<file path="config.mk">
export PLATFORM = sky130hd
export DESIGN_NAME = counter_frequency_meter_unit_flat
export DESIGN_NICKNAME = d
export VERILOG_FILES = /design/src/hw/rtl/cfm_pkg.sv /design/src/hw/rtl/cfm_if.sv /design/src/hw/rtl/counter_frequency_meter_unit.sv /design/src/hw/rtl/cfm_apb_regs.sv /design/src/hw/rtl/cfm_sdiv.sv /design/src/flat_wrapper.sv
export SDC_FILE = /design/constraint.sdc
export NUM_CORES = 2
export LEC_CHECK = 0
export ABC_AREA = 1
export CORE_MARGIN = 2
export CORE_UTILIZATION = 40
export DETAILED_ROUTE_END_ITERATION = 16
export DONT_BUFFER_PORTS = 1
export GPL_TIMING_DRIVEN = 0
export PLACE_DENSITY = 0.53
export SKIP_LAST_GASP = 1
export SYNTH_ARGS = -nofsm -noshare
export SYNTH_HDL_FRONTEND = slang
export SYNTH_SLANG_ARGS = --single-unit
</file>
<file path="constraint.sdc">
create_clock -name i_clk -period 4 [get_ports i_clk]
set_clock_uncertainty 0.15 [all_clocks]
set_input_delay 0.8 -clock i_clk [delete_from_list [all_inputs] [get_ports i_clk]]
set_output_delay 0.8 -clock i_clk [all_outputs]
set_load 0.1 [all_outputs]
</file>
<file path="src/hw/rtl/cfm_pkg.sv">
// Shared types and constants for the counter frequency meter.
package cfm_pkg;

    localparam int APB_AW = 3;
    localparam int APB_DW = 32;
    localparam int WIN_W  = 31;
    localparam int TIME_W = 63;
    localparam int CVAL_W = 32;
    localparam int RATE_W = 32;
    localparam int NSD_W  = 20;
    localparam int MSPS_W = 10;

    typedef logic [APB_AW-3:0] t_reg_idx;
    typedef logic [APB_AW-1:0] t_paddr;
    typedef logic [APB_DW-1:0] t_pdata;
    typedef logic [WIN_W-1:0]  t_window;
    typedef logic [TIME_W-1:0] t_time;
    typedef logic [RATE_W-1:0] t_rate;

    localparam t_reg_idx REG_WINDOW_MS = t_reg_idx'(0);

    localparam logic CMD_SNAPSHOT = 1'b0;
    localparam logic CMD_CLEAR    = 1'b1;

    localparam t_window           WINDOW_RESET = t_window'(1000);
    localparam logic [NSD_W-1:0]  NS_PER_MS    = NSD_W'(1000000);
    localparam logic [MSPS_W-1:0] MS_PER_S     = MSPS_W'(1000);
    localparam t_rate             RATE_MAX     = '1;

endpackage

</file>
<file path="src/hw/rtl/cfm_if.sv">
// Valid/ready channel interfaces for sample items and rate results.
interface cfm_in_if;
    logic                       valid;
    logic                       ready;
    logic                       command;
    logic [cfm_pkg::CVAL_W-1:0] count_value;
    cfm_pkg::t_time             time_ns;

    modport source (output valid, command, count_value, time_ns, input ready);
    modport sink   (input valid, command, count_value, time_ns, output ready);
endinterface

interface cfm_out_if;
    logic           valid;
    logic           ready;
    cfm_pkg::t_rate rate;
    logic           interval_ok;

    modport source (output valid, rate, interval_ok, input ready);
    modport sink   (input valid, rate, interval_ok, output ready);
endinterface

</file>
<file path="src/hw/rtl/counter_frequency_meter_unit.sv">
// Top level of the counter frequency meter: snapshot state, sequencer and output stage.
// One item at a time: the next input transfer is accepted in the cycle after the result
// is loaded into the output register.
// If the new time is not below the old, the elapsed time is bit-serially divided into ms;
// if the ms lie in range, the scaled count drop is then bit-serially divided by the ms.
// Reset (synchronous, active low): window 1000 ms, counts and times zero, no result pending.
module counter_frequency_meter_unit #(
    parameter int COUNT_WIDTH = 32
) (
    input  logic              i_clk,
    input  logic              i_rst_n,
    cfm_in_if.sink            i_sample,
    cfm_out_if.source         o_result,
    input  logic              psel,
    input  logic              penable,
    input  logic              pwrite,
    input  cfm_pkg::t_paddr   paddr,
    input  cfm_pkg::t_pdata   pwdata,
    output cfm_pkg::t_pdata   prdata,
    output logic              pready
);
    import cfm_pkg::*;

    localparam int CNT_W  = (COUNT_WIDTH < CVAL_W) ? COUNT_WIDTH : CVAL_W;
    localparam int PROD_W = COUNT_WIDTH + MSPS_W;
    localparam logic [COUNT_WIDTH-1:0] FULL = '1;

    typedef enum logic [5:0] {
        ST_IDLE = 6'b000001,
        ST_SUB  = 6'b000010,
        ST_MS   = 6'b000100,
        ST_MUL  = 6'b001000,
        ST_RATE = 6'b010000,
        ST_DONE = 6'b100000
    } t_state;

    t_state r_state, n_state;

    t_window          window_ms;
    logic [CNT_W-1:0] r_old_cnt, r_new_cnt;
    t_time            r_old_time, r_new_time;
    logic [COUNT_WIDTH-1:0] r_drop;
    logic [RATE_W-1:0] r_ms;
    t_rate            r_res_rate;
    logic             r_res_ok;
    t_rate            r_out_rate;
    logic             r_out_ok;
    logic             r_out_valid;

    logic                   in_xfer, out_xfer, out_load;
    logic [COUNT_WIDTH-1:0] o_ext, n_ext, drop;
    logic                   time_ge;
    t_time                  elapsed_ns;
    logic                   ms_start, ms_done;
    t_time                  ms_q;
    logic                   in_range;
    logic [RATE_W-1:0]      limit;
    logic                   rt_start, rt_done;
    logic [PROD_W-1:0]      prod, rt_q;
    logic [63:0]            rt_q64;
    t_rate                  rate_sat;

    cfm_apb_regs u_regs (
        .i_clk       (i_clk),
        .i_rst_n     (i_rst_n),
        .psel        (psel),
        .penable     (penable),
        .pwrite      (pwrite),
        .paddr       (paddr),
        .pwdata      (pwdata),
        .prdata      (prdata),
        .pready      (pready),
        .o_window_ms (window_ms)
    );

    assign in_xfer  = i_sample.valid && i_sample.ready;
    assign out_xfer = r_out_valid && o_result.ready;
    assign out_load = (r_state == ST_DONE) && (!r_out_valid || o_result.ready);
    assign i_sample.ready = (r_state == ST_IDLE);

    assign o_ext = COUNT_WIDTH'(r_old_cnt);
    assign n_ext = COUNT_WIDTH'(r_new_cnt);
    always_comb begin
        if (n_ext < o_ext) begin
            drop = o_ext - n_ext;
        end else if (n_ext > o_ext) begin
            drop = FULL - n_ext + o_ext;
        end else begin
            drop = '0;
        end
    end

    assign time_ge    = r_new_time >= r_old_time;
    assign elapsed_ns = r_new_time - r_old_time;
    assign ms_start   = (r_state == ST_SUB) && time_ge;

    cfm_sdiv #(
        .DVD_W (TIME_W),
        .DSR_W (NSD_W)
    ) u_ms_div (
        .i_clk      (i_clk),
        .i_rst_n    (i_rst_n),
        .i_start    (ms_start),
        .i_dividend (elapsed_ns),
        .i_divisor  (NS_PER_MS),
        .o_done     (ms_done),
        .o_quotient (ms_q)
    );

    assign limit    = {window_ms, 1'b0};
    assign in_range = ~|ms_q[TIME_W-1:RATE_W] && (ms_q[RATE_W-1:0] != '0)
                      && (ms_q[RATE_W-1:0] < limit);

    assign prod     = PROD_W'(r_drop) * PROD_W'(MS_PER_S);
    assign rt_start = (r_state == ST_MUL);

    cfm_sdiv #(
        .DVD_W (PROD_W),
        .DSR_W (RATE_W)
    ) u_rate_div (
        .i_clk      (i_clk),
        .i_rst_n    (i_rst_n),
        .i_start    (rt_start),
        .i_dividend (prod),
        .i_divisor  (r_ms),
        .o_done     (rt_done),
        .o_quotient (rt_q)
    );

    assign rt_q64   = 64'(rt_q);
    assign rate_sat = (|rt_q64[63:RATE_W]) ? RATE_MAX : rt_q64[RATE_W-1:0];

    always_comb begin
        n_state = r_state;
        case (r_state)
            ST_IDLE: if (in_xfer) n_state = ST_SUB;
            ST_SUB:  n_state = time_ge ? ST_MS : ST_DONE;
            ST_MS:   if (ms_done) n_state = in_range ? ST_MUL : ST_DONE;
            ST_MUL:  n_state = ST_RATE;
            ST_RATE: if (rt_done) n_state = ST_DONE;
            ST_DONE: if (out_load) n_state = ST_IDLE;
            default: n_state = ST_IDLE;
        endcase
    end

    always_ff @(posedge i_clk) begin
        if (!i_rst_n) begin
            r_state     <= ST_IDLE;
            r_out_valid <= 1'b0;
            r_old_cnt   <= '0;
            r_new_cnt   <= '0;
            r_old_time  <= '0;
            r_new_time  <= '0;
        end else begin
            r_state <= n_state;
            if (out_load) begin
                r_out_valid <= 1'b1;
            end else if (out_xfer) begin
                r_out_valid <= 1'b0;
            end
            if (in_xfer) begin
                if (i_sample.command == CMD_CLEAR) begin
                    r_old_cnt <= '0;
                    r_new_cnt <= '0;
                end else begin
                    r_old_cnt  <= r_new_cnt;
                    r_old_time <= r_new_time;
                    r_new_cnt  <= i_sample.count_value[CNT_W-1:0];
                    r_new_time <= i_sample.time_ns;
                end
            end
        end
    end

    always_ff @(posedge i_clk) begin
        case (r_state)
            ST_SUB: begin
                r_drop     <= drop;
                r_res_rate <= '0;
                r_res_ok   <= 1'b0;
            end
            ST_MS: begin
                if (ms_done) begin
                    r_ms     <= ms_q[RATE_W-1:0];
                    r_res_ok <= in_range;
                end
            end
            ST_RATE: begin
                if (rt_done) begin
                    r_res_rate <= rate_sat;
                end
            end
            default: begin
            end
        endcase
        if (out_load) begin
            r_out_rate <= r_res_rate;
            r_out_ok   <= r_res_ok;
        end
    end

    assign o_result.valid       = r_out_valid;
    assign o_result.rate        = r_out_rate;
    assign o_result.interval_ok = r_out_ok;

endmodule

</file>
<file path="src/hw/rtl/cfm_apb_regs.sv">
// APB configuration register block holding the sampling window.
module cfm_apb_regs (
    input  logic             i_clk,
    input  logic             i_rst_n,
    input  logic             psel,
    input  logic             penable,
    input  logic             pwrite,
    input  cfm_pkg::t_paddr  paddr,
    input  cfm_pkg::t_pdata  pwdata,
    output cfm_pkg::t_pdata  prdata,
    output logic             pready,
    output cfm_pkg::t_window o_window_ms
);
    import cfm_pkg::*;

    t_window  r_window;
    t_reg_idx reg_idx;
    logic     wr_en;

    assign reg_idx = paddr[APB_AW-1:2];
    assign wr_en   = psel && penable && pwrite;
    assign pready  = 1'b1;

    always_ff @(posedge i_clk) begin
        if (!i_rst_n) begin
            r_window <= WINDOW_RESET;
        end else if (wr_en && reg_idx == REG_WINDOW_MS) begin
            r_window <= pwdata[WIN_W-1:0];
        end
    end

    always_comb begin
        case (reg_idx)
            REG_WINDOW_MS: prdata = {1'b0, r_window};
            default:       prdata = '0;
        endcase
    end

    assign o_window_ms = r_window;

endmodule

</file>
<file path="src/hw/rtl/cfm_sdiv.sv">
// Bit-serial restoring divider, one quotient bit per cycle.
module cfm_sdiv #(
    parameter int DVD_W = 63,
    parameter int DSR_W = 20
) (
    input  logic             i_clk,
    input  logic             i_rst_n,
    input  logic             i_start,
    input  logic [DVD_W-1:0] i_dividend,
    input  logic [DSR_W-1:0] i_divisor,
    output logic             o_done,
    output logic [DVD_W-1:0] o_quotient
);
    localparam int CNT_W = $clog2(DVD_W + 1);

    logic [DVD_W-1:0] r_quo;
    logic [DSR_W-1:0] r_rem;
    logic [DSR_W-1:0] r_dsr;
    logic [CNT_W-1:0] r_cnt;
    logic             r_busy;
    logic             r_done;
    logic [DSR_W:0]   trial;
    logic [DSR_W:0]   diff;
    logic             qbit;

    assign trial = {r_rem, r_quo[DVD_W-1]};
    assign diff  = trial - {1'b0, r_dsr};
    assign qbit  = ~diff[DSR_W];

    always_ff @(posedge i_clk) begin
        if (!i_rst_n) begin
            r_busy <= 1'b0;
            r_done <= 1'b0;
            r_cnt  <= '0;
        end else begin
            r_done <= 1'b0;
            if (i_start) begin
                r_busy <= 1'b1;
                r_cnt  <= CNT_W'(DVD_W);
            end else if (r_busy) begin
                r_cnt <= r_cnt - CNT_W'(1);
                if (r_cnt == CNT_W'(1)) begin
                    r_busy <= 1'b0;
                    r_done <= 1'b1;
                end
            end
        end
    end

    always_ff @(posedge i_clk) begin
        if (i_start) begin
            r_quo <= i_dividend;
            r_rem <= '0;
            r_dsr <= i_divisor;
        end else if (r_busy) begin
            r_quo <= {r_quo[DVD_W-2:0], qbit};
            r_rem <= qbit ? diff[DSR_W-1:0] : trial[DSR_W-1:0];
        end
    end

    assign o_done     = r_done;
    assign o_quotient = r_quo;

endmodule

</file>
<file path="src/flat_wrapper.sv">
// flat-port wrapper written by rule: the top's interface ports become plain ports
module counter_frequency_meter_unit_flat import cfm_pkg::*;
#(
    parameter int COUNT_WIDTH = 32
)
  (i_clk, i_rst_n, psel, penable, pwrite, paddr, pwdata, prdata, pready, i_sample_valid, i_sample_command, i_sample_count_value, i_sample_time_ns, i_sample_ready, o_result_valid, o_result_rate, o_result_interval_ok, o_result_ready);
  cfm_in_if i_sample_i ();
  cfm_out_if o_result_i ();
  input  logic i_clk;
  input  logic i_rst_n;
  input  logic psel;
  input  logic penable;
  input  logic pwrite;
  input  cfm_pkg::t_paddr paddr;
  input  cfm_pkg::t_pdata pwdata;
  output cfm_pkg::t_pdata prdata;
  output logic pready;
  input wire logic [$bits(i_sample_i.valid)-1:0] i_sample_valid;
  input wire logic [$bits(i_sample_i.command)-1:0] i_sample_command;
  input wire logic [$bits(i_sample_i.count_value)-1:0] i_sample_count_value;
  input wire logic [$bits(i_sample_i.time_ns)-1:0] i_sample_time_ns;
  output wire logic [$bits(i_sample_i.ready)-1:0] i_sample_ready;
  output wire logic [$bits(o_result_i.valid)-1:0] o_result_valid;
  output wire logic [$bits(o_result_i.rate)-1:0] o_result_rate;
  output wire logic [$bits(o_result_i.interval_ok)-1:0] o_result_interval_ok;
  input wire logic [$bits(o_result_i.ready)-1:0] o_result_ready;
  assign i_sample_i.valid = i_sample_valid;
  assign i_sample_i.command = i_sample_command;
  assign i_sample_i.count_value = i_sample_count_value;
  assign i_sample_i.time_ns = i_sample_time_ns;
  assign i_sample_ready = i_sample_i.ready;
  assign o_result_valid = o_result_i.valid;
  assign o_result_rate = o_result_i.rate;
  assign o_result_interval_ok = o_result_i.interval_ok;
  assign o_result_i.ready = o_result_ready;
  counter_frequency_meter_unit #(.COUNT_WIDTH(COUNT_WIDTH)) u_core (.i_clk(i_clk), .i_rst_n(i_rst_n), .i_sample(i_sample_i), .o_result(o_result_i), .psel(psel), .penable(penable), .pwrite(pwrite), .paddr(paddr), .pwdata(pwdata), .prdata(prdata), .pready(pready));
endmodule
</file>
==> results by group <==
Placed design
  • Gpl congestion: 0.9353
  • Port Buffer Count: 0
  • Post-DP HPWL: 94.06 mm

Power
  • Pleak: 19.61 nW
  • Sw frac: 0.4053
  • Combinational Power Share: 0.459
  • Pwr dens: 558.7 nW/µm²
  • Final Power: 24.39 mW
  • Clock power share: 0.271
  • P_sw: 9.887 mW
  • Flop pwr share: 0.271
  • Max VDD drop: 0.3193 mV
  • Int Pwr: 14.51 mW

GRT
  • Largest net degree at the start of global routing: 65
  • Vias in the first global route: 31,690
  • GRT Util Overall: 0.2391
  • Remaining global-route overflow: 0
  • First-pass GRT wire length: 180.5 mm
  • Initial antenna violation count: 20

Die
  • I/O Pins: 206
  • Row cnt: 112
  • Die Width: 311.0 µm
  • Initial Util: 0.4040
  • Die area: 96,740 µm²
  • Die height: 311.0 µm
  • Core ar.: 93,330 µm²

Drt
  • Wire length per cell: 17.95 µm
  • Vias: 32,470
  • Pre-antenna DRT Iters: 6
  • Drt via density: 5.001
  • Routed Antenna Nets: 0
  • Final wirelength: 116.5 mm
  • Drt initial violations: 2,351
  • Residual DRC: 0

Yosys
  • Number of synthesized flops with an enable pin: 264
  • Mapped Cells: 5,026
  • Post-synth top flop: dfxtp_1
  • Ranking of synthesized cells by instance count: nand2_1, inv_1, nor2_1
  • Synthesized flop and latch total: 563
  • Yosys cell types: 47
  • Area contributors post-synth: edfxtp_1, dfxtp_1, nand2_1, ha_1, inv_1
  • Ys Warns: 0
  • Seq/Total Area, Yosys: 0.3690
  • Synth top area share: 0.2102
  • Most common cell in the netlist: nand2_1
  • Syn avg cell area: 7.503 µm²
  • Post-synthesis cell area: 37,710 µm²
  • Syn_nets: 5,534
  • Async SR Flop Fraction: 0
  • Post-synth top area cell: edfxtp_1

Status
  • Status: finished with violations
  • Failing checks: max-capacitance violations, max-slew violations, negative setup slack

Setup path
  • Crit Path Class: reg -> reg
  • Worst Path Max Fanout: 4
  • Worst Setup SP: u_core.r_drop[1]
  • Reg2Reg Launch Point: u_core.r_drop[1]
  • CP Cell Sequence: inv_2, fa_1, fa_1, fa_1, inv_2, fa_1, ha_4, a21oi_4, o21bai_2, nand2_1, nand2_2, nor2_4, o21ai_4, nand3_2, nand2_1, nand2_1, nand3_2, nand2_2
  • Slowest stage cell, crit path: fa_1
  • Crit. End Element: register
  • R2R depth: 18
  • CP peak stage delay: 0.56 ns
  • Worst Path Required: 4.22 ns
  • Most frequent CP cell: fa_1
  • Worst path arrival time: 4.71 ns
  • Critical Path Start Type: register

Timing
  • Slew Limit Headroom: -0.03115
  • Peak Freq: 222.8 MHz
  • Final Hold Viols: 0
  • Worst setup margin: -0.4877 ns
  • Min cycle time layout: 4.488 ns
  • RSZ-0062 raised after global routing: yes
  • Final Max Tran Viols: 11
  • Worst-Margin Slew: 1.547 ns
  • Final-report setup violation count: 32
  • Tcrit/Tclk final: 1.122

CTS
  • Worst-Skew Late Latency: 0.63 ns
  • H-tree levels: 3
  • Num Clock Sinks: 563
  • Clock root cell: clkbuf_16
  • CTS tree: built
  • Max clock buf depth: 3
  • TritonCTS Buffers: 69
  • Clock transition at path regs: 0.06 ns

Hold path
  • Hold path startpoint: pwdata[7]
  • Hold path depth: 2
  • Min-delay worst type: in -> reg

Flow run
  • Max-cap viol count: 1

Finish
  • Layout Utilization: 0.4678
  • NumNets Final: 5,687
  • Area Growth Syn to Fin: 15.78%
  • Fraction of layout cells with a size suffix above 1: 0.1072
  • Fill count: 9,560
critical path, delay by kind of cell (launching register included):
family | cells | cell delay (ns)
and+or+nand+nor | 8 | 0.65
buffers and inverters | 2 | 0.12
AOI/OAI and AO/OA | 3 | 0.45
adders and majority gates | 5 | 2.39
DFF | 1 | 0.47
layer usage:
layer,global-route usage,part of all wire,vias up,routed length (µm)
li1,-,-,16570,-
met1,0.3347,0.48,15030,55830
met2,0.3782,0.44,679,51380
met3,0.04159,0.052,172,6065
met4,0.06851,0.027,18,3126
met5,0,0.00099,-,115
cell usage in the layout, fill, tap and decap left out, types with 18 or more instances in the layout:
cell and instances:
ha_1 219, nand2_2 34, o21bai_1 26, nor3_1 42, xnor2_1 55, nor2_1 500
clkbuf_16 73, nand4_1 38, dfxtp_1 299, clkbuf_1 89, ha_4 26, nor2_2 59
buf_4 76, buf_2 33, inv_2 39, o21ai_0 348, edfxtp_1 264, nand2_1 1228
xor2_1 59, inv_1 684, a21oi_1 384, nand3_1 179, a21oi_2 23, o21ai_1 38
fa_1 122, buf_6 18
power by group through the flow:
| stage | registers, mW | clock network [mW] | logic [mW] |
|---|---|---|---|
| CTS | 6.60 | 6.77 | 10.3 |
| global placement | 6.73 | 0 | 9.40 |
| detailed placement | 6.73 | 0 | 9.43 |
| global route | 6.64 | 6.99 | 12.4 |
| floorplan | 6.65 | 0 | 7.00 |
| finish | 6.60 | 6.60 | 11.2 |
sequential cells by signal, summed over array words and instances (netlist names), 42 cells and up:
signal,count
u_core.u_ms_div.o_quotient,63
u_core.r_new_time,63
u_core.u_rate_div.o_quotient,42
u_core.r_old_time,63
timing repair:
| action | 4_1_cts | 5_1_grt |
|---|---|---|
| pin swaps | 54 | 41 |
| hold buffers | 0 | 0 |
| buffers inserted | 63 | 16 |
| gates resized for setup | 106 | 100 |
| setup endpoints to repair | 36 | 32 |
| cloned | 0 | 0 |
final timing paths:
| kind | to | slack [ns] |
|---|---|---|
| worst min register to register | u_core.u_rate_div.r_dsr[17] | 0.27 |
| worst min-delay path | u_core.u_regs.o_window_ms[7] | 0.15 |
| worst max-delay path | u_core.u_rate_div.o_quotient[37] | -0.49 |
| worst max register to register | u_core.u_rate_div.o_quotient[37] | -0.49 |
layout make-up:
cell class	count	area (µm²)	share of cell area
Clock buffer	92	1979	0.04534
Tap cell	1254	1569	0.03594
Inverter	734	2780	0.06368
Sequential cell	563	13910	0.3187
Multi-Input combinational cell	3596	21650	0.4960
Clock inverter	35	419.2	0.009600
Timing Repair Buffer	82	703.2	0.01611
Buffer	133	631.9	0.01447
Antenna cell	4	10.01	0.0002293
kinds of logic after synthesis:
kind of cell | share of synthesized area
AO/OA/AOI/OAI | 0.1339
buffers and inverters | 0.08992
flip-flops | 0.3690
other | 0.0001992
XOR/XNOR | 0.02741
AND/OR/NAND/NOR | 0.2325
adder cells (fa/ha/maj) | 0.1471
per-stage QoR:
step	std cells	TNS, ns	hold slack, ns	area [µm²]	setup WS [ns]
after floorplan	5026	-0.2564	0.2503	38170	-0.09045
after global routing	6492	-15.60	0.1291	43660	-0.6976
after CTS	6473	-8.475	0.1012	43130	-0.3800
after detailed placement	6283	-16.56	0.2545	39900	-0.5789
final	6493	-10.36	0.1521	43660	-0.4877
after global placement	6280	-97.15	0.2501	39730	-1.276
(Power assumes the default switching activity.)
